<file path="config.mk">
export PLATFORM = sky130hd
export DESIGN_NAME = lsa_ctrl
export DESIGN_NICKNAME = d
export VERILOG_FILES = /design/src/sv/lsa_pkg.sv /design/src/sv/lsa_ctrl.sv
export SDC_FILE = /design/constraint.sdc
export NUM_CORES = 1
export LEC_CHECK = 0
export ABC_AREA = 1
export BUFFER_PORTS_ARGS = -buffer_cell sky130_fd_sc_hd__buf_4
export CORE_MARGIN = 10
export CORE_UTILIZATION = 24
export CTS_BUF_LIST = sky130_fd_sc_hd__clkbuf_4 sky130_fd_sc_hd__clkbuf_8 sky130_fd_sc_hd__clkbuf_16
export DETAILED_ROUTE_END_ITERATION = 12
export PLACE_DENSITY = 0.77
export SETUP_SLACK_MARGIN = 0.02
export SLEW_MARGIN = 10
export SYNTH_ARGS = -nofsm -noshare
export SYNTH_HDL_FRONTEND = slang
export SYNTH_SLANG_ARGS = --single-unit
</file>
<file path="constraint.sdc">
create_clock -name clock -period 1.2 [get_ports clock]
set_input_delay 0.24 -clock clock [delete_from_list [all_inputs] [get_ports clock]]
set_output_delay 0.24 -clock clock [all_outputs]
set_load 0.02 [all_outputs]
</file>
<file path="src/sv/lsa_pkg.sv">
package lsa_pkg;

   localparam logic [1:0] OP_WRITE = 2'd0;
   localparam logic [1:0] OP_RING  = 2'd1;
   localparam logic [1:0] OP_FRAME = 2'd2;

   localparam int CSR_IDX_W  = 1;
   localparam int CSR_DATA_W = 16;
   localparam logic [CSR_IDX_W-1:0] CSR_PHASE_STEP  = 1'd0;
   localparam logic [CSR_IDX_W-1:0] CSR_INCLUDE_BOX = 1'd1;

   localparam logic [15:0] PHASE_STEP_RESET = 16'd104;
   localparam logic [31:0] RING_ON_MS       = 32'h7FFF_FFFF;
   localparam logic [7:0]  RING_MODE        = 8'd1;
   localparam logic [8:0]  UNIT_GAIN        = 9'd256;

   localparam logic [63:0] HALF_PI_Q30 = 64'd1686629713;
   localparam logic [63:0] ONE_Q30     = 64'd1073741824;

   typedef struct packed {
      logic [1:0]  op;
      logic [5:0]  led_index;
      logic [7:0]  red_in;
      logic [7:0]  green_in;
      logic [7:0]  blue_in;
      logic [7:0]  effect_mode;
      logic [31:0] duration_ms;
      logic        ring_on;
      logic [31:0] elapsed_ms;
   } req_type;

   typedef struct packed {
      logic [5:0] pixel_index;
      logic [7:0] red_out;
      logic [7:0] green_out;
      logic [7:0] blue_out;
      logic       last_pixel;
   } rsp_type;

   typedef struct packed {
      logic [7:0]  red;
      logic [7:0]  green;
      logic [7:0]  blue;
      logic [7:0]  mode;
      logic [31:0] timer;
   } led_entry_type;

   typedef struct packed {
      logic load;
      logic phase_adv;
      logic prep;
      logic wr_en;
      logic wr_ring;
      logic rd_en;
      logic wb;
   } cmd_type;

   typedef struct packed {
      logic out_free;
      logic include_box;
   } status_type;

   // round(256*sin(pi/2 * k / 2^qbits)), Q30 series to the x^11 term
   function automatic logic [8:0] quarter_sine_q8(input logic [63:0] k, input int qbits);
      logic [63:0] x;
      logic [63:0] x2;
      logic [63:0] term;
      logic [63:0] pos;
      logic [63:0] neg;
      logic [63:0] s;
      logic [63:0] r;
      x    = (k * HALF_PI_Q30) >> qbits;
      x2   = (x * x) >> 30;
      pos  = x;
      neg  = 64'd0;
      term = ((x * x2) >> 30) / 64'd6;
      neg  = neg + term;
      term = ((term * x2) >> 30) / 64'd20;
      pos  = pos + term;
      term = ((term * x2) >> 30) / 64'd42;
      neg  = neg + term;
      term = ((term * x2) >> 30) / 64'd72;
      pos  = pos + term;
      term = ((term * x2) >> 30) / 64'd110;
      neg  = neg + term;
      s    = (pos > neg) ? pos - neg : 64'd0;
      r    = (s * 64'd256 + (ONE_Q30 >> 1)) >> 30;
      if (r > 64'd256) begin
         r = 64'd256;
      end
      return r[8:0];
   endfunction

endpackage

</file>
<file path="src/sv/lsa_ctrl.sv">
module lsa_ctrl #(
   parameter int NUM_LEDS = 32,
   parameter int IDX_W    = $clog2(NUM_LEDS)
) (
   input  logic                clock,
   input  logic                reset,
   input  logic                req_valid,
   input  lsa_pkg::req_type    req_data,
   output logic                req_ready,
   input  lsa_pkg::status_type status,
   output lsa_pkg::cmd_type    cmd,
   output logic [IDX_W-1:0]    wr_idx,
   output logic [IDX_W-1:0]    rd_idx
);
   import lsa_pkg::*;

   localparam logic [1:0] ST_IDLE = 2'd0;
   localparam logic [1:0] ST_RING = 2'd1;
   localparam logic [1:0] ST_PREP = 2'd2;
   localparam logic [1:0] ST_RUN  = 2'd3;

   logic [1:0]     state_ff, state_in;
   logic [IDX_W:0] cnt_ff, cnt_in;
   logic           s1_v_ff, s1_v_in;
   logic           in_range;

   assign in_range = {1'b0, req_data.led_index} < 7'(NUM_LEDS);

   always_comb begin
      state_in  = state_ff;
      cnt_in    = cnt_ff;
      s1_v_in   = s1_v_ff;
      cmd       = '0;
      req_ready = 1'b0;
      wr_idx    = cnt_ff[IDX_W-1:0];
      rd_idx    = cnt_ff[IDX_W-1:0];
      unique case (state_ff)
         ST_IDLE: begin
            req_ready = 1'b1;
            wr_idx    = req_data.led_index[IDX_W-1:0];
            if (req_valid) begin
               case (req_data.op)
                  OP_WRITE: cmd.wr_en = in_range;
                  OP_RING: begin
                     cmd.load = 1'b1;
                     cnt_in   = status.include_box ? '0 : (IDX_W+1)'(1);
                     state_in = ST_RING;
                  end
                  OP_FRAME: begin
                     cmd.load      = 1'b1;
                     cmd.phase_adv = 1'b1;
                     state_in      = ST_PREP;
                  end
                  default: ;
               endcase
            end
         end
         ST_RING: begin
            cmd.wr_en   = 1'b1;
            cmd.wr_ring = 1'b1;
            cnt_in      = cnt_ff + 1'b1;
            if (cnt_ff == (IDX_W+1)'(NUM_LEDS - 1)) begin
               state_in = ST_IDLE;
            end
         end
         ST_PREP: begin
            cmd.prep = 1'b1;
            cnt_in   = '0;
            s1_v_in  = 1'b0;
            state_in = ST_RUN;
         end
         ST_RUN: begin
            cmd.wb    = s1_v_ff && status.out_free;
            cmd.rd_en = (cnt_ff < (IDX_W+1)'(NUM_LEDS)) && !(s1_v_ff && !status.out_free);
            if (cmd.rd_en) begin
               cnt_in  = cnt_ff + 1'b1;
               s1_v_in = 1'b1;
            end else if (cmd.wb) begin
               s1_v_in = 1'b0;
            end
            if (cnt_ff == (IDX_W+1)'(NUM_LEDS) && (!s1_v_ff || cmd.wb)) begin
               state_in = ST_IDLE;
            end
         end
         default: state_in = ST_IDLE;
      endcase
   end

   always_ff @(posedge clock) begin
      if (reset) begin
         state_ff <= ST_IDLE;
         cnt_ff   <= '0;
         s1_v_ff  <= 1'b0;
      end else begin
         state_ff <= state_in;
         cnt_ff   <= cnt_in;
         s1_v_ff  <= s1_v_in;
      end
   end

endmodule
</file>
**Word level (Yosys, flattened, before mapping)**

Cells that the tools add are included.

- Bits in registers: 9
- Bits in latches: 0
- RAM bits: 0
- Bits in read-only memories: 0
- Input bits: 110
- Output and inout port bits: 18
- Word-level logic and storage cells: 60
- Memories kept: 0

- Add/subtract/negate cells: 1
- $mul: 0
- Divide/modulo/power cells: 0
- Magnitude comparators: 2
- Equal/unequal tests: 14
- Shift-type cells: 0
- Multiplexer cells: 25
- Bitwise operators: 0
- Reduce and logical (&&, ||, !) cells: 15

Operator list:

| operator | count |
|---|---|
| case mux 6 bit (4 select lines) | 1 |
| two-way mux 6 bit | 3 |
| < comparator 6 bit (second input constant) | 2 |
| two-way mux 2 bit | 6 |
| two-way mux 1 bit | 10 |
| != test 2 bit (second input constant) | 4 |
| case mux 2 bit (4 select lines) | 1 |
| adder 6 x 1 -> 6 bit (second input constant) | 1 |
| == test 2 bit (second input constant) | 3 |
| == test 6 x 5 -> 1 bit (second input constant) | 1 |
| == test 6 bit (second input constant) | 1 |
| two-way mux 5 bit | 1 |
| == test 2 x 1 -> 1 bit (second input constant) | 2 |
| logical AND 1 bit | 4 |
| zero test 2 bit | 2 |
| case mux 1 bit (2 select lines) | 2 |
| case mux 2 bit (2 select lines) | 1 |
| AND reduction 4 bit | 1 |
| zero test 1 bit | 3 |
| != test 3 x 1 -> 1 bit (second input constant) | 1 |
| != test 3 bit (second input constant) | 1 |
| AND reduction 3 bit | 1 |
| != test 2 x 1 -> 1 bit (second input constant) | 1 |
| AND reduction 2 bit | 1 |
| other kinds (3) | 3 |

**Longest topological paths before layout**

- Depth in word-level cells: 6
- Gate-level depth with buffers: 10
- Gate-level depth less buffers: 10

**Least setup slack after synthesis**

Ideal clock, no wire load.

- Kind: register -> output
- From: register state_ff[1]
- To: output wr_idx[0]
- Data arrival time: 1.195 ns
- Data required time: 0.960 ns
- Setup slack: -0.235 ns
- Cell stages (with the launch flop): 4
- Path buffers: 1
- Cell sequence: dfxtp_1 > nor2_2 > buf_2 > o21ai_0

- Word-level cells in the longest chain between the ends: 2

RTL lines:

| item | line | text |
|---|---|---|
| from (decl) | lsa_ctrl.sv:22 | `logic [1:0] state_ff, state_in;` |
| from (signal assigned) | lsa_ctrl.sv:95 | `state_ff <= state_in;` |
| zero test 2 bit | lsa_ctrl.sv:37 | `unique case (state_ff)` |
| two-way mux 5 bit | lsa_ctrl.sv:37 |  |
| to (decl) | lsa_ctrl.sv:12 | `output logic [IDX_W-1:0] wr_idx,` |

No other way between the ends.

**Worst setup path in the final report**

- From: register state_ff[1]
- To: output wr_idx[4]

The elaborated chain is that of the path after synthesis.

==> impl_metrics.toml <==
[route]
vias = 888
wl_per_cell_um = 13.51
dr.first_iter.drc_count = 25
drt_wl_total_mm = 2.593
detail-route-antenna-nets = 0
dr.pass1.iters = 4
via_per_inst = 4.625
drc = 0

[timing]
slew_viol_final = 0
hold_viol = 0
max_freq_ghz = 0.6968
min_period_ns = 1.435
fin_crit_sh_pct = 119.6
post-route-worst-setup-slack_ns = -0.2351
worstMarginPinSlew_ns = 0.2788
relSlewSlack_pct = 81.27
final.setup_skew_ns = 0.003547
setup_violations = 21
rsz0062_at_grt = "true"

[place]
post-place-ws_ns = -0.05400
globalplace.congestion = 0.8021
dp.cells = 179
dp_hpwl_mm = 1.760
io_buffers = 30

[synthesis]
ys_ff_latch = 9
yosys_warnings = 0
yosysUniqueCellTypes = 21
syn_nets = 230
ys_seq_area_share_pct = 25.09
syn_area_sq_um = 718.2
synthCells = 115
avgSynthCellArea_sq_um = 6.245

[clock_tree]
cts_tree = "done"
path_clk_slew_ns = 0.07
cts-hold-fix-buffers = 0
cts_buffer_depth = 2
cts.sinks = 9
root_buffer = "clkbuf_4"
numCtsBuffers = 3
h-tree-depth = 1
clk_latency_ns = 0.27

[final_layout]
final_common_cell = "buf_4"
stdcell_count = 192
drive_gt1_share_pct = 60.25
nets = 277
antenna_cells = 0
ff_latch_area_sq_um = 190.2
fill_cells = 277
area_delta_synth_final_pct = 101.4
multi_input_area_sq_um = 608.1
layout_common_cells = "26 x buf_4, 18 x buf_6, 16 x inv_1"

[floorplan]
rows = 19
coreArea_sq_um = 2805
io_pins = 128
initial_core_util_pct = 25.60
die_w_um = 74.71
fp.dieH_um = 74.71
die_area_sq_um = 5581

[grt]
use_met3_pct = 3.417
met2_usage_pct = 14.79
grt_pass1_vias = 853
grtUsageTotal_pct = 8.380
grt-ovfl-total = 0
antenna_found_initial = 0
grt_pass1_wl_mm = 3.712
grt_max_degree = 8
grt.busiest_layer = "met2"
grtUsageMet1_pct = 8.452

[critical_path]
startpoint_type = "flip-flop"
worstPathRequired_ns = 0.96
critical_path_class = "flip-flop to output pin"
setup.worst_path.end_class = "output pin"
cp.arrival_ns = 1.20
cp_max_fo = 7

[outcome]
status = "complete, but fails checks"
violations = "setup timing"

[power]
power_uw = 1327
p_leak_uw = 0.0006698
ir_drop_mv = 0.3231
powerDensity_nw_per_um2 = 917.5

[flow_run]
max_cap_violations = 0

[hold_path]
hp-class = "input port to flip-flop"
-- synthesized netlist by cell type --
cell type | n | area (sq um)
dfxtp_1 | 9 | 180.2
o21ai_1 | 6 | 30.03
nand2_2 | 3 | 18.77
nand2_4 | 1 | 11.26
o21bai_1 | 1 | 7.510
o211ai_1 | 1 | 7.510
ha_1 | 5 | 62.56
buf_2 | 1 | 5.000
nand3b_1 | 1 | 7.510
o21ai_0 | 7 | 35.03
nand4_1 | 1 | 6.260
buf_4 | 6 | 45.04
inv_2 | 3 | 11.26
a21oi_2 | 1 | 8.760
nand3_1 | 7 | 35.03
nor3_1 | 2 | 10.01
inv_1 | 18 | 67.56
nor2_1 | 10 | 37.54
a21oi_1 | 7 | 35.03
nor2_2 | 1 | 6.260
nand2_1 | 24 | 90.09
-- power by group --
| group | switching [uW] | leakage [uW] | internal (uW) |
|---|---|---|---|
| registers | 15.3 | 0.0000752 | 314 |
| clock network | 124 | 0.0000184 | 152 |
| logic | 362 | 0.000576 | 360 |
| total | 501 | 0.000670 | 826 |
-- critical path, stage by stage, from the launching register on --
cell and delay, ns:
dfxtp_4 0.36, nor2_4 0.16, buf_12 0.15, nand2_1 0.06
o21ai_2 0.06, buf_6 0.13
-- kinds of logic (layout without fill, tap and decap cells) --
logic type	count (synthesis)	count (layout)	synth area share [%]
AO/OA/AOI/OAI	23	23	17.25
adder cells (fa/ha/maj)	5	5	8.711
AND/OR/NAND/NOR	50	50	31.01
flip-flops	9	9	25.09
buffers and inverters	28	74	17.94
-- final cells by class --
class                           count  share of cell area (%)
Multi-Input combinational cell     78                   42.04
Sequential cell                     9                   13.15
Tap cell                           31                   2.682
Clock buffer                        4                   2.076
Timing Repair Buffer               49                   33.74
Inverter                           21                   6.315
-- stage by stage --
step / TNS (ns) / area (sq um) / hold WS, ns / util (%)
detailed placement: -0.1569 / 1041 / 0.4499 / 37.11
CTS: -3.530 / 1277 / 0.1751 / 45.54
global placement: -0.005694 / 1041 / 0.4415 / 37.11
finish: -2.918 / 1446 / 0.1698 / 51.56
floorplan: -0.05876 / 742.0 / 0.3091 / -
global route: -3.878 / 1446 / 0.1715 / 51.56
-- registers in the layout (all words and copies together) (netlist names) --
signal and count:
cnt_ff 6, s1_v_ff 1, state_ff 2
-- worst paths after layout --
kind	from	slack (ns)	endpoint	cells past startpoint
hold / removal	reset	0.17	cnt_ff[1]$_SDFFE_PP0P_	2
setup reg to reg	state_ff[1]$_SDFFE_PP0P_	-0.11	cnt_ff[3]$_SDFFE_PP0P_	8
setup / recovery	state_ff[1]$_SDFFE_PP0P_	-0.24	wr_idx[4]	5
hold reg to reg	s1_v_ff$_SDFFE_PP0P_	0.53	s1_v_ff$_SDFFE_PP0P_	2
-- per-layer routing --
layer	wire length, um	share of wire (%)
met4	37	1.4
met5	0	0
met1	973	38
met3	212	8.2
met2	1369	53
-- timing repair --
item	in CTS	in global routing
buffers inserted	5	4
endpoints found under the setup margin	19	22
pin swaps	7	11
cloned	1	0
gates resized for setup	36	40
Power figures use the tool's default switching activity.
