[src/sv/lsa_pkg.sv]
package lsa_pkg;

   localparam logic [1:0] OP_WRITE = 2'd0;
   localparam logic [1:0] OP_RING  = 2'd1;
   localparam logic [1:0] OP_FRAME = 2'd2;

   localparam int CSR_IDX_W  = 1;
   localparam int CSR_DATA_W = 16;
   localparam logic [CSR_IDX_W-1:0] CSR_PHASE_STEP  = 1'd0;
   localparam logic [CSR_IDX_W-1:0] CSR_INCLUDE_BOX = 1'd1;

   localparam logic [15:0] PHASE_STEP_RESET = 16'd104;
   localparam logic [31:0] RING_ON_MS       = 32'h7FFF_FFFF;
   localparam logic [7:0]  RING_MODE        = 8'd1;
   localparam logic [8:0]  UNIT_GAIN        = 9'd256;

   localparam logic [63:0] HALF_PI_Q30 = 64'd1686629713;
   localparam logic [63:0] ONE_Q30     = 64'd1073741824;

   typedef struct packed {
      logic [1:0]  op;
      logic [5:0]  led_index;
      logic [7:0]  red_in;
      logic [7:0]  green_in;
      logic [7:0]  blue_in;
      logic [7:0]  effect_mode;
      logic [31:0] duration_ms;
      logic        ring_on;
      logic [31:0] elapsed_ms;
   } req_type;

   typedef struct packed {
      logic [5:0] pixel_index;
      logic [7:0] red_out;
      logic [7:0] green_out;
      logic [7:0] blue_out;
      logic       last_pixel;
   } rsp_type;

   typedef struct packed {
      logic [7:0]  red;
      logic [7:0]  green;
      logic [7:0]  blue;
      logic [7:0]  mode;
      logic [31:0] timer;
   } led_entry_type;

   typedef struct packed {
      logic load;
      logic phase_adv;
      logic prep;
      logic wr_en;
      logic wr_ring;
      logic rd_en;
      logic wb;
   } cmd_type;

   typedef struct packed {
      logic out_free;
      logic include_box;
   } status_type;

   // round(256*sin(pi/2 * k / 2^qbits)), Q30 series to the x^11 term
   function automatic logic [8:0] quarter_sine_q8(input logic [63:0] k, input int qbits);
      logic [63:0] x;
      logic [63:0] x2;
      logic [63:0] term;
      logic [63:0] pos;
      logic [63:0] neg;
      logic [63:0] s;
      logic [63:0] r;
      x    = (k * HALF_PI_Q30) >> qbits;
      x2   = (x * x) >> 30;
      pos  = x;
      neg  = 64'd0;
      term = ((x * x2) >> 30) / 64'd6;
      neg  = neg + term;
      term = ((term * x2) >> 30) / 64'd20;
      pos  = pos + term;
      term = ((term * x2) >> 30) / 64'd42;
      neg  = neg + term;
      term = ((term * x2) >> 30) / 64'd72;
      pos  = pos + term;
      term = ((term * x2) >> 30) / 64'd110;
      neg  = neg + term;
      s    = (pos > neg) ? pos - neg : 64'd0;
      r    = (s * 64'd256 + (ONE_Q30 >> 1)) >> 30;
      if (r > 64'd256) begin
         r = 64'd256;
      end
      return r[8:0];
   endfunction

endpackage

[src/sv/lsa_stream_if.sv]
interface lsa_stream_if #(parameter type payload_type = logic) ();
   logic        valid;
   logic        ready;
   payload_type data;

   modport source (output valid, output data, input ready);
   modport sink   (input valid, input data, output ready);
endinterface

[src/sv/lsa_datapath.sv]
module lsa_datapath #(
   parameter int NUM_LEDS        = 32,
   parameter int SINE_TABLE_BITS = 8,
   parameter int IDX_W           = $clog2(NUM_LEDS)
) (
   input  logic                          clock,
   input  logic                          reset,
   input  lsa_pkg::cmd_type              cmd,
   input  logic [IDX_W-1:0]              wr_idx,
   input  logic [IDX_W-1:0]              rd_idx,
   input  lsa_pkg::req_type              req_data,
   input  logic                          csr_wr_en,
   input  logic [lsa_pkg::CSR_IDX_W-1:0] csr_index,
   input  logic [lsa_pkg::CSR_DATA_W-1:0] csr_wr_data,
   output lsa_pkg::status_type           status,
   lsa_stream_if.source                  rsp_ch
);
   import lsa_pkg::*;

   localparam int SB      = SINE_TABLE_BITS;
   localparam int QUARTER = 1 << (SB - 2);
   localparam logic [SB-1:0] HALF_K    = SB'(1 << (SB - 1));
   localparam logic [SB-1:0] QUARTER_K = SB'(QUARTER);

   logic [8:0] sine_lut [QUARTER+1];

   for (genvar g = 0; g <= QUARTER; g++) begin : g_lut
      localparam logic [8:0] VAL = quarter_sine_q8(64'(g), SB - 2);
      assign sine_lut[g] = VAL;
   end

   function automatic logic [SB-2:0] fold_index(input logic [15:0] m);
      logic [SB-1:0] kk;
      kk = {1'b0, m[15-1 -: SB-1]};
      if (kk > QUARTER_K) begin
         kk = HALF_K - kk;
      end
      return kk[SB-2:0];
   endfunction

   logic [15:0]   phase_step_ff, phase_step_in;
   logic          include_ff, include_in;
   logic [15:0]   phase_ff;
   logic [31:0]   elapsed_ff;
   logic          ring_on_ff;
   logic [8:0]    fac_ff [4];
   logic [8:0]    fac_in [4];

   led_entry_type mem [NUM_LEDS];
   logic [NUM_LEDS-1:0] valid_ff;
   led_entry_type rd_data_ff;
   logic          rd_valid_ff;
   logic [IDX_W-1:0] s1_idx_ff;

   logic          mem_we;
   logic [IDX_W-1:0] mem_waddr;
   led_entry_type mem_wdata;
   led_entry_type s1_entry;
   logic [31:0]   new_timer;
   logic [8:0]    gain;
   logic [16:0]   prod_r, prod_g, prod_b;

   rsp_type       rsp_ff, rsp_in;
   logic          rsp_v_ff, rsp_v_in;

   always_comb begin
      phase_step_in = phase_step_ff;
      include_in    = include_ff;
      if (csr_wr_en) begin
         unique case (csr_index)
            CSR_PHASE_STEP:  phase_step_in = csr_wr_data;
            CSR_INCLUDE_BOX: include_in    = csr_wr_data[0];
            default: ;
         endcase
      end
   end

   always_ff @(posedge clock) begin
      if (reset) begin
         phase_step_ff <= PHASE_STEP_RESET;
         include_ff    <= 1'b1;
         phase_ff      <= 16'd0;
      end else begin
         phase_step_ff <= phase_step_in;
         include_ff    <= include_in;
         if (cmd.phase_adv) begin
            phase_ff <= phase_ff + phase_step_ff;
         end
      end
   end

   always_ff @(posedge clock) begin
      if (cmd.load) begin
         elapsed_ff <= req_data.elapsed_ms;
         ring_on_ff <= req_data.ring_on;
      end
      if (cmd.prep) begin
         fac_ff <= fac_in;
      end
   end

   always_comb begin
      for (int j = 0; j < 4; j++) begin
         fac_in[j] = sine_lut[fold_index(phase_ff << j)];
      end
   end

   // stage 1: registered read, timer countdown and colour scaling
   always_comb begin
      s1_entry  = rd_valid_ff ? rd_data_ff : '0;
      new_timer = (s1_entry.timer > elapsed_ff) ? s1_entry.timer - elapsed_ff : 32'd0;
      case (s1_entry.mode)
         8'd2:    gain = fac_ff[0];
         8'd3:    gain = fac_ff[1];
         8'd4:    gain = fac_ff[2];
         8'd5:    gain = fac_ff[3];
         default: gain = UNIT_GAIN;
      endcase
      prod_r = 17'(s1_entry.red)   * 17'(gain);
      prod_g = 17'(s1_entry.green) * 17'(gain);
      prod_b = 17'(s1_entry.blue)  * 17'(gain);
   end

   always_comb begin
      mem_we    = cmd.wb || cmd.wr_en;
      mem_waddr = wr_idx;
      mem_wdata = '{red: req_data.red_in, green: req_data.green_in,
                    blue: req_data.blue_in, mode: req_data.effect_mode,
                    timer: req_data.duration_ms};
      if (cmd.wb) begin
         mem_waddr       = s1_idx_ff;
         mem_wdata       = s1_entry;
         mem_wdata.timer = new_timer;
      end else if (cmd.wr_ring) begin
         mem_wdata = '{red: {8{ring_on_ff}}, green: {8{ring_on_ff}},
                       blue: {8{ring_on_ff}}, mode: RING_MODE,
                       timer: ring_on_ff ? RING_ON_MS : 32'd0};
      end
   end

   always_ff @(posedge clock) begin
      if (mem_we) begin
         mem[mem_waddr] <= mem_wdata;
      end
      if (cmd.rd_en) begin
         rd_data_ff <= mem[rd_idx];
         s1_idx_ff  <= rd_idx;
      end
   end

   always_ff @(posedge clock) begin
      if (reset) begin
         valid_ff    <= '0;
         rd_valid_ff <= 1'b0;
      end else begin
         if (mem_we) begin
            valid_ff[mem_waddr] <= 1'b1;
         end
         if (cmd.rd_en) begin
            rd_valid_ff <= valid_ff[rd_idx];
         end
      end
   end

   always_comb begin
      rsp_in   = rsp_ff;
      rsp_v_in = rsp_v_ff && !rsp_ch.ready;
      if (cmd.wb) begin
         rsp_v_in           = 1'b1;
         rsp_in.pixel_index = 6'(s1_idx_ff);
         rsp_in.last_pixel  = (s1_idx_ff == IDX_W'(NUM_LEDS - 1));
         if (new_timer == 32'd0) begin
            rsp_in.red_out   = 8'd0;
            rsp_in.green_out = 8'd0;
            rsp_in.blue_out  = 8'd0;
         end else begin
            rsp_in.red_out   = prod_r[15:8];
            rsp_in.green_out = prod_g[15:8];
            rsp_in.blue_out  = prod_b[15:8];
         end
      end
   end

   always_ff @(posedge clock) begin
      rsp_ff <= rsp_in;
      if (reset) begin
         rsp_v_ff <= 1'b0;
      end else begin
         rsp_v_ff <= rsp_v_in;
      end
   end

   assign rsp_ch.valid       = rsp_v_ff;
   assign rsp_ch.data        = rsp_ff;
   assign status.out_free    = !rsp_v_ff || rsp_ch.ready;
   assign status.include_box = include_ff;

endmodule

[src/flat_wrapper.sv]
// flat-port wrapper written by rule: the top's interface ports become plain ports
module lsa_datapath_flat import lsa_pkg::*;
#(
   parameter int NUM_LEDS        = 32,
   parameter int SINE_TABLE_BITS = 8,
   parameter int IDX_W           = $clog2(NUM_LEDS)
)
  (clock, reset, cmd, wr_idx, rd_idx, req_data, csr_wr_en, csr_index, csr_wr_data, status, rsp_ch_valid, rsp_ch_data, rsp_ch_ready);
  lsa_stream_if rsp_ch_i ();
  input  logic clock;
  input  logic reset;
  input  lsa_pkg::cmd_type cmd;
  input  logic [IDX_W-1:0] wr_idx;
  input  logic [IDX_W-1:0] rd_idx;
  input  lsa_pkg::req_type req_data;
  input  logic csr_wr_en;
  input  logic [lsa_pkg::CSR_IDX_W-1:0] csr_index;
  input  logic [lsa_pkg::CSR_DATA_W-1:0] csr_wr_data;
  output lsa_pkg::status_type status;
  output wire logic [$bits(rsp_ch_i.valid)-1:0] rsp_ch_valid;
  output wire logic [$bits(rsp_ch_i.data)-1:0] rsp_ch_data;
  input wire logic [$bits(rsp_ch_i.ready)-1:0] rsp_ch_ready;
  assign rsp_ch_valid = rsp_ch_i.valid;
  assign rsp_ch_data = rsp_ch_i.data;
  assign rsp_ch_i.ready = rsp_ch_ready;
  lsa_datapath #(.NUM_LEDS(NUM_LEDS), .SINE_TABLE_BITS(SINE_TABLE_BITS), .IDX_W(IDX_W)) u_core (.clock(clock), .reset(reset), .cmd(cmd), .wr_idx(wr_idx), .rd_idx(rd_idx), .req_data(req_data), .csr_wr_en(csr_wr_en), .csr_index(csr_index), .csr_wr_data(csr_wr_data), .status(status), .rsp_ch(rsp_ch_i));
endmodule
[config.mk]
export PLATFORM = sky130hd
export DESIGN_NAME = lsa_datapath_flat
export DESIGN_NICKNAME = d
export VERILOG_FILES = /design/src/sv/lsa_pkg.sv /design/src/sv/lsa_stream_if.sv /design/src/sv/lsa_datapath.sv /design/src/flat_wrapper.sv
export SDC_FILE = /design/constraint.sdc
export NUM_CORES = 1
export LEC_CHECK = 0
export BUFFER_PORTS_ARGS = -buffer_cell sky130_fd_sc_hd__buf_2
export CELL_PAD_IN_SITES_DETAIL_PLACEMENT = 0
export CELL_PAD_IN_SITES_GLOBAL_PLACEMENT = 1
export CORE_AREA = 2 2 57 59
export CTS_CLUSTER_SIZE = 40
export DETAILED_ROUTE_END_ITERATION = 6
export DIE_AREA = 0 0 59 61
export PLACE_DENSITY = 0.95
export SETUP_SLACK_MARGIN = 0.15
export SYNTH_ARGS = -nofsm -noshare
export SYNTH_HDL_FRONTEND = slang
export SYNTH_SLANG_ARGS = --single-unit
[constraint.sdc]
create_clock -name clock -period 0.9 [get_ports clock]
set_input_delay 0.045 -clock clock [delete_from_list [all_inputs] [get_ports clock]]
set_output_delay 0.045 -clock clock [all_outputs]
set_load 0.02 [all_outputs]
[Word level (Yosys, flattened, before mapping)]
Index checks and enable logic that the tools add are counted.
Operators by class
  add/sub/neg operators: 0
  multiply operators: 0
  divide/modulo/power cells: 0
  $lt $le $gt $ge: 0
  eq/ne operators: 1
  shift-type cells: 0
  muxes and demuxes: 1
  bitwise logic cells: 0
  reductions and logical operators: 5
Operators by type and width (number)
  5-bit == test, second input constant: 1
  1-bit logical NOT: 2
  2-bit AND reduction: 1
  1-bit logical AND: 1
  1-bit logical OR: 1
  1-bit two-way mux: 1
Word-level totals
  bits in registers: 8
  latch bits: 0
  memory bits (writable): 0
  bits in read-only memories: 0
  bits of input ports: 143
  output and inout bits: 4
  memories: 0

[Logic depth before layout (Yosys ltp)]
Gate-level depths: netlist of the first run.
  depth in word-level cells: 3
  gate-level depth with buffers: 2
  depth with buffers taken out: 2

[Worst setup path before layout of the first run]
OpenSTA, ideal clock, no wires.
  path type: reg-to-reg
  start: register u_core.rsp_v_ff, in the netlist u_core.rsp_ch.valid
  end: register u_core.rsp_v_ff, in the netlist u_core.rsp_ch.valid
  arrival: 0.783 ns
  required time: 0.829 ns
  path slack: 0.046 ns
  cell stages (with the launch flop): 3
  path buffers: 0
  cell sequence: dfxtp_1 > nand2b_1 > a21oi_1
Between the ends
  cells in the longest elaborated chain, start to end: 2
Ends and longest elaborated chain
  start, declared: line lsa_datapath.sv:64  | logic rsp_v_ff, rsp_v_in;
  start signal, assigned: line lsa_datapath.sv:189  | rsp_v_ff <= rsp_v_in;
  1-bit logical AND: line lsa_datapath.sv:167  | rsp_v_in = rsp_v_ff && !rsp_ch.ready;
  1-bit two-way mux: line lsa_datapath.sv:168  | if (cmd.wb) begin
No other way between the ends.
A chain may end at the register's enable or synchronous reset.

==> results of run 1 <==
## final cells by class
class                           instances  area, µm²  area share
Sequential cell                         8      222.7      0.4331
Tap cell                               33      41.29     0.08029
Inverter                                1      3.754    0.007299
Clock buffer                            4      26.28     0.05109
Multi-Input combinational cell          7      48.80     0.09489
Timing Repair Buffer                   23      171.4      0.3333
## worst paths after layout
path / startpoint / to / slack (ns)
setup / recovery: u_core.rsp_ch.valid / status[1] / 0.08
hold / removal: reset / u_core.include_ff / 0.02
setup reg to reg: u_core.include_ff / u_core.include_ff / 0.10
hold reg to reg: u_core.rsp_ch.valid / u_core.rsp_ch.valid / 0.50
## stage by stage
stage	cells	util
2_1_floorplan	17	-
3_3_place_gp	65	0.1339
6_report	76	0.1742
3_5_place_dp	65	0.1339
5_1_grt	76	0.1742
4_1_cts	76	0.1712
## flip-flops by register name (all words and copies together) (netlist names)
signal and count:
u_core.rsp_ch.data 1, u_core.rsp_ch.valid 1, u_core.s1_idx_ff 5, u_core.include_ff 1
## cell families (layout without fill, tap and decap cells)
logic type             Yosys count  in the layout  synth area share
DFF                              8              8            0.8073
buffers and inverters            2             28           0.04128
and+or+nand+nor                  4              4           0.06878
AOI/OAI and AO/OA                3              3           0.08256
## report_power, final
part / internal, W / leakage (nW) / switching (W)
Sequential: 0.000426 / 0.0762 / 0.00000968
Clock: 0.000169 / 0.0150 / 0.000114
Combinational: 0.0000643 / 0.123 / 0.0000382
Total: 0.000659 / 0.214 / 0.000162
## per-layer routing
| layer | global-route usage | wire [µm] | vias to the layer above |
|---|---|---|---|
| li1 | - | - | 114 |
| met2 | 0.05714 | 331 | 9 |
| met4 | 0.02922 | 14 | 0 |
| met3 | 0.02559 | 36 | 4 |
| met5 | 0 | 0 | - |
| met1 | 0.02070 | 168 | 105 |
## cell usage after synthesis (all sizes together)
cell type,n
a21boi,1
a21oi,1
a311o,1
buf,1
dfxtp,2
edfxtp,6
inv,1
nand2,1
nand2b,1
nand3,1
nor2,1
## worst register-to-register path, cell delays in order (launching register included)
cell and delay [ns]:
dfxtp_2 0.32, a21boi_1 0.12, a311o_1 0.26
## what timing repair did
| action | 4_1_cts | 5_1_grt |
|---|---|---|
| endpoints found under the hold margin | 7 | 0 |
| endpoints found under the setup margin | 5 | 6 |
| gates resized for setup | 5 | 3 |
| hold buffers | 7 | 0 |
## placed cells by master (no fill, tap or decap)
master,instances
buf_2,12
dlygate4sd3_1,7
edfxtp_1,6
clkbuf_4,3
buf_6,3
dfxtp_2,2
nand2_1,1
nand3_1,1
nor2_1,1
nand2b_4,1
a21boi_1,1
a311o_1,1
inv_1,1
a21oi_1,1
clkbuf_1,1
buf_4,1
==> results_dict.tcl, run 1 <==
set metrics [dict create \
    routed_wl_um 550 \
    vias_per_cell 3.053 \
    worstMarginPinSlew_ns 0.1161 \
    wl_per_cell_um 7.237 \
    syn_inst 17 \
    start_kind "flop" \
    holdWs_ns 0.01701 \
    cts_htree_levels 1 \
    tns_ns 0 \
    status "finished clean" \
    worstHoldPathType "in2reg" \
    initial_utilization 0.09237 \
    layout-drive-gt1-share 0.5116 \
    num_rows 20 \
    synth-seq-area-share 0.8073 \
    synth_top_area_cell "edfxtp_1" \
    grt_max_degree 6 \
    ys_ff_latch 8 \
    coreArea_um2 2953 \
    syn_nets 160 \
    cp.depth 2 \
    post-cts-setup-buffers 0 \
    clock_latency_ns 0.25 \
    max-slew-margin-rel 0.9226 \
    die_y_um 61 \
    gp_congestion 0.6183 \
    dr.pass1.iters 1 \
    overflow 0 \
    ys_warn_count 0 \
    critPathArrivalTime_ns 0.78 \
    dp_slack_ns 0.1181 \
    fin_area_um2 514.2 \
    skew_ns 0.0003007 \
    synthToLayoutAreaGrowth_pct 88.53 \
    grt_pass1_wl_um 752 \
    slowest_delay_ns 0.35 \
    ant_nets 0 \
    avgSynthCellArea_um2 16.04 \
    clk_pin_slew_ns 0.05 \
    finalMaxSlewViolations 0 \
    syn-cell-area_um2 272.8 \
    initialDrtViolationCount 0 \
    setup_viol 0 \
    period_needed_ns 0.8223 \
    cts.sink_count 8 \
    crit_fanout 2 \
    vdd_drop_max_mv 0.6081 \
    synth_area_leaders "edfxtp_1, dfxtp_1, a311o_1, a21boi_1, buf_4" \
    grt_pass1_vias 200 \
    synth.top_cell.area_share 0.6606 \
    cap_violations 0 \
    cts_tree "yes" \
    cts_buffer_depth 2 \
    cts_buffers 3 \
    pin_count 147 \
    rsz0062_at_grt "yes" \
    r2r_cells 2 \
    p_leak_nw 0.2143 \
    grt.total_usage 0.03244 \
    die_x_um 59 \
    n_antenna_cell 0 \
    dieArea_um2 3599 \
    power_w 0.0008211 \
    num-fill-cells 325 \
    slowest_stage "dfxtp_2" \
    end_kind "primary output" \
    final_hold_viol_count 0 \
    power_density_nw_per_um2 1597 \
    antenna_found_initial 0 \
    path_cells "nand2b_4 > buf_6" \
    worst_ep_required_time_ns 0.85 \
    setup_slack_ns 0.07767 \
    place_area_um2 395.4 \
    critPathBufInv 1 \
    min_path_cells 2 \
    vias 232 \
    crit_family "flip-flops" \
    fin_nets 187 \
    critPathKind "reg2out" \
    cts-root-buf "clkbuf_4" \
    drc 0 \
    max_freq_mhz 1216 \
    ys_types 11 \
    fin_crit_sh 0.9137 \
    numPortBuffers 16 \
]
Note: power is estimated with default switching activity, not from simulation.
==> inputs of run 2 (changes only) <==
--- a/config.mk
+++ b/config.mk
@@ -9,6 +9,7 @@
 export CELL_PAD_IN_SITES_DETAIL_PLACEMENT = 0
 export CELL_PAD_IN_SITES_GLOBAL_PLACEMENT = 1
 export CORE_AREA = 2 2 57 59
+export CTS_BUF_LIST = sky130_fd_sc_hd__clkbuf_2
 export CTS_CLUSTER_SIZE = 40
 export DETAILED_ROUTE_END_ITERATION = 6
 export DIE_AREA = 0 0 59 61
==> run 2 against run 1 <==
Net effect: global-route usage increased by 0.36 points; critical path depth did not move; hold slack gained 0.0063 ns; final cell count unchanged; fmax rose by 0.70%; cell area is 1.2% lower; clock power is 15% lower; die area stayed put; setup slack better by 0.0057 ns; utilization shrank 0.21 points; flip-flop and latch count unchanged; clock skew rose by 0.0034 ns.
==> results_dict.tcl, run 2 (synthesized netlist as in run 1, its figures left out) <==
set metrics [dict create \
    fin_crit_sh 0.9073 \
    synthToLayoutAreaGrowth_pct 86.24 \
    layout_common_cells "buf_2, dlygate4sd3_1, edfxtp_1" \
    clock_latency_ns 0.23 \
    clk_pin_slew_ns 0.08 \
    cts_htree_levels 1 \
    routed_wl_um 547 \
    antenna_found_initial 0 \
    dr.pass1.iters 2 \
    cts_buffer_depth 2 \
    slowest_stage "dfxtp_2" \
    status "finished clean" \
    end_kind "primary output" \
    pin_count 147 \
    overflow 0 \
    die_y_um 61 \
    tns_ns 0 \
    path_cells "nand2b_4 > buf_6" \
    die_x_um 59 \
    max-slew-margin-rel 0.9208 \
    place_area_um2 395.4 \
    grt_pass1_vias 212 \
    initial_utilization 0.09237 \
    max_freq_mhz 1225 \
    drc 0 \
    post-cts-setup-buffers 0 \
    cts_tree "yes" \
    power_density_nw_per_um2 1528 \
    critPathArrivalTime_ns 0.77 \
    final_hold_viol_count 0 \
    fin_area_um2 508.0 \
    grt_pass1_wl_um 807 \
    period_needed_ns 0.8166 \
    start_kind "flop" \
    worst_ep_required_time_ns 0.85 \
    num-fill-cells 322 \
    crit_fanout 2 \
    fin_nets 187 \
    n_antenna_cell 0 \
    num_rows 20 \
    p_leak_nw 0.2160 \
    gp_congestion 0.6183 \
    grt_max_degree 6 \
    slowest_delay_ns 0.36 \
    numPortBuffers 16 \
    max_flop_register "u_core.s1_idx_ff" \
    ant_nets 0 \
    critPathKind "reg2out" \
    setup_viol 0 \
    cts.sink_count 8 \
    initialDrtViolationCount 2 \
    largest_reg_flops 5 \
    layout-drive-gt1-share 0.5349 \
    vdd_drop_max_mv 0.5001 \
    grt.total_usage 0.03602 \
    wl_per_cell_um 7.197 \
    cap_violations 0 \
    fin_util 0.1720 \
    dieArea_um2 3599 \
    cts_buffers 3 \
    vias_per_cell 3.053 \
    critPathBufInv 1 \
    rsz0062_at_grt "yes" \
    power_w 0.0007763 \
    vias 232 \
    skew_ns 0.003688 \
    worstHoldPathType "in2reg" \
    finalMaxSlewViolations 0 \
    coreArea_um2 2953 \
    mostFrequentLayoutCell "buf_2" \
    cts-root-buf "clkbuf_2" \
    crit_family "flip-flops" \
    worstMarginPinSlew_ns 0.1187 \
]
==> run 2: repair_timing <==
action	in CTS	in global routing
gates resized for setup	5	3
hold endpoints to repair	7	0
pin swaps	0	1
endpoints found under the setup margin	5	6
hold buffers	7	0
==> run 2: per-stage QoR <==
stage	std cells	setup slack, ns	hold WS, ns
floorplan	17	0.1339	0.1067
global placement	65	0.1275	0.2097
detailed placement	65	0.1181	0.2208
CTS	76	0.06058	0.001585
global route	76	0.03807	0.002204
finish	76	0.08341	0.02333
==> run 2: worst paths after layout <==
| check | slack (ns) | to | depth (start not counted) | start |
|---|---|---|---|---|
| max | 0.08 | status[1] | 2 | u_core.rsp_ch.valid |
| min | 0.02 | u_core.include_ff | 2 | reset |
| max reg2reg | 0.09 | u_core.include_ff | 2 | u_core.include_ff |
| min reg2reg | 0.50 | u_core.rsp_ch.valid | 2 | u_core.rsp_ch.valid |
==> run 2: cell type report <==
| cell class | count | area (µm²) | area share |
|---|---|---|---|
| clock buffers | 4 | 20.02 | 0.03941 |
| inverters | 1 | 3.754 | 0.007389 |
| multi-input cells | 7 | 48.80 | 0.09606 |
| well taps | 33 | 41.29 | 0.08128 |
| flip-flops and latches | 8 | 222.7 | 0.4384 |
| repair buffers | 23 | 171.4 | 0.3374 |
==> run 2: worst register-to-register path: cells and delay by family (launching register included) <==
family / cells / cell delay, ns
flip-flops: 1 / 0.33
AO/OA/AOI/OAI: 2 / 0.38
==> run 2: layer usage <==
layer / wire length [µm] / global-route usage / up-vias
met4: 14 / 0.03896 / 0
met2: 343 / 0.06032 / 9
met3: 35 / 0.03198 / 4
met5: 0 / 0 / -
li1: - / - / 112
met1: 153 / 0.02073 / 107
==> run 2: report_power, final <==
group,total [W],switching (W),internal (W)
clock network,0.000240,0.000122,0.000118
logic,0.000102,0.0000378,0.0000643
registers,0.000434,0.00000939,0.000425
total,0.000776,0.000169,0.000607
==> inputs of run 3 (changes only) <==
--- a/config.mk
+++ b/config.mk
@@ -9,7 +9,7 @@
 export CELL_PAD_IN_SITES_DETAIL_PLACEMENT = 0
 export CELL_PAD_IN_SITES_GLOBAL_PLACEMENT = 1
 export CORE_AREA = 2 2 57 59
-export CTS_BUF_LIST = sky130_fd_sc_hd__clkbuf_2
+export CTS_BUF_LIST = sky130_fd_sc_hd__clkbuf_8 sky130_fd_sc_hd__clkbuf_16
 export CTS_CLUSTER_SIZE = 40
 export DETAILED_ROUTE_END_ITERATION = 6
 export DIE_AREA = 0 0 59 61
==> run 3 against run 2 <==
Net effect: flip-flop and latch count unchanged; die area unchanged; utilization up 0.34 points; count of clock-buffer cells in the layout down 1; clock power up 76%; combinational power down 5%; critical path type unchanged; hold slack better by 0.010 ns; wire length down 1.5%; critical path depth unchanged; non-clock buffer count down 1; first-iteration DRC count down 100%.
==> results_dict.tcl, run 3 (synthesized netlist as in run 1, its figures left out) <==
set metrics [dict create \
    synthToLayoutAreaGrowth_pct 89.91 \
    seqPwrFrac 0.457 \
    dp.cells 65 \
    cts.sink_count 8 \
    max_freq_mhz 1260 \
    fin_crit_sh 0.8819 \
    fin_util 0.1754 \
    grt_pass1_vias 198 \
    cap_violations 0 \
    p_leak_nw 0.2208 \
    coreArea_um2 2953 \
    status "finished clean" \
    max-slew-margin-rel 0.9241 \
    clk_pin_slew_ns 0.04 \
    clock_latency_ns 0.22 \
    numPortBuffers 16 \
    skew_ns 0.001975 \
    worstHoldPathType "in2reg" \
    fin_nets 186 \
    worst_ep_required_time_ns 0.85 \
    start_kind "flop" \
    rsz0062_at_grt "yes" \
    finalMaxSlewViolations 0 \
    vias 223 \
    mostFrequentLayoutCell "buf_2" \
    num-fill-cells 325 \
    layout_common_cells "buf_2, dlygate4sd3_1, edfxtp_1" \
    crit_fanout 2 \
    dr.pass1.iters 1 \
    grt.total_usage 0.03244 \
    final_hold_viol_count 0 \
    die_y_um 61 \
    vdd_drop_max_mv 0.7714 \
    period_needed_ns 0.7937 \
    critPathArrivalTime_ns 0.75 \
    cts_buffers 3 \
    cts_tree "yes" \
    cts-root-buf "clkbuf_8" \
    vias_per_cell 2.973 \
    reg2reg_slack_ns 0.12 \
    largest_reg_flops 5 \
    grt_max_degree 6 \
    cts_buffer_depth 2 \
    drc 0 \
    pin_count 147 \
    internal_power_w 0.0007809 \
    wl_per_cell_um 7.187 \
    antenna_found_initial 0 \
    pwr-share-comb 0.101 \
    grt_pass1_wl_um 752 \
    initial_utilization 0.09237 \
    p_sw_w 0.0001743 \
    routed_wl_um 539 \
    p_sw_frac 0.1825 \
    critPathKind "reg2out" \
    max_flop_register "u_core.s1_idx_ff" \
    clockPowerShare 0.442 \
    n_antenna_cell 0 \
    num_rows 20 \
    power_density_nw_per_um2 1844 \
    dieArea_um2 3599 \
    post-cts-setup-buffers 0 \
    ant_nets 0 \
    overflow 0 \
    power_w 0.0009552 \
    tns_ns 0 \
    final_cells 75 \
    cts_htree_levels 1 \
    initialDrtViolationCount 0 \
    setup_viol 0 \
    end_kind "primary output" \
    worstMarginPinSlew_ns 0.1138 \
    layout-drive-gt1-share 0.5000 \
    die_x_um 59 \
    gp_congestion 0.6183 \
]
==> run 3: changes by cell type in the layout (fill, tap and decap cells not counted) <==
cell           previous run  this run
clkbuf_8                  0         3
buf_4                     1         2
dfxtp_2                   2         1
clkbuf_2                  4         0
buf_6                     3         2
inv_1                     1         2
dlygate4sd3_1             7         6
dfxtp_1                   0         1
==> run 3: power by group through the flow <==
stage	registers, W	logic (W)	clock network, W
after floorplan	0.000447	0.0000258	0
after global placement	0.000440	0.0000667	0
after detailed placement	0.000441	0.0000689	0
after CTS	0.000436	0.0000917	0.000436
after global routing	0.000437	0.000106	0.000466
final	0.000436	0.0000969	0.000422
==> run 3: path summary, 6_finish.rpt <==
check / depth (start not counted) / startpoint / endpoint
min reg2reg: 2 / u_core.rsp_ch.valid / u_core.rsp_ch.valid
min: 1 / cmd[0] / u_core.rsp_ch.data
max: 2 / u_core.rsp_ch.valid / status[1]
max reg2reg: 2 / u_core.include_ff / u_core.include_ff
==> run 3: critical path, cell delays in order (launching register included) <==
cell and delay, ns:
dfxtp_2 0.34, nand2b_4 0.06, buf_6 0.12
==> run 3: area by class of cell <==
cell class                      count  area (µm²)  share of cell area
Clock buffer                        3       41.29             0.07971
Clock inverter                      1       3.754            0.007246
Multi-Input combinational cell      7       48.80             0.09420
Sequential cell                     8       221.5              0.4275
Tap cell                           33       41.29             0.07971
Timing Repair Buffer               22       157.7              0.3043
Inverter                            1       3.754            0.007246
==> run 3: what timing repair did <==
action / in CTS / in global routing
pin swaps: 0 / 0
cloned: 0 / 0
endpoints found under the hold margin: 6 / 0
setup endpoints to repair: 4 / 6
hold buffers: 6 / 0
resized for setup: 2 / 4
==> run 3: per-layer routing <==
metal | share of wire | track usage | wire (µm)
met5 | 0 | 0 | 0
met4 | 0.019 | 0.02922 | 10
met3 | 0.069 | 0.02559 | 37
met2 | 0.62 | 0.05556 | 334
met1 | 0.29 | 0.02199 | 157
==> run 3: per-stage QoR <==
| stage | setup slack [ns] | hold slack [ns] | cell area (µm²) |
|---|---|---|---|
| after detailed placement | 0.1181 | 0.2208 | 395.4 |
| after global placement | 0.1275 | 0.2097 | 395.4 |
| final | 0.1063 | 0.03343 | 518.0 |
| after floorplan | 0.1339 | 0.1067 | 281.5 |
| after CTS | 0.1026 | 0.02760 | 506.7 |
| after global routing | 0.08562 | 0.03490 | 518.0 |
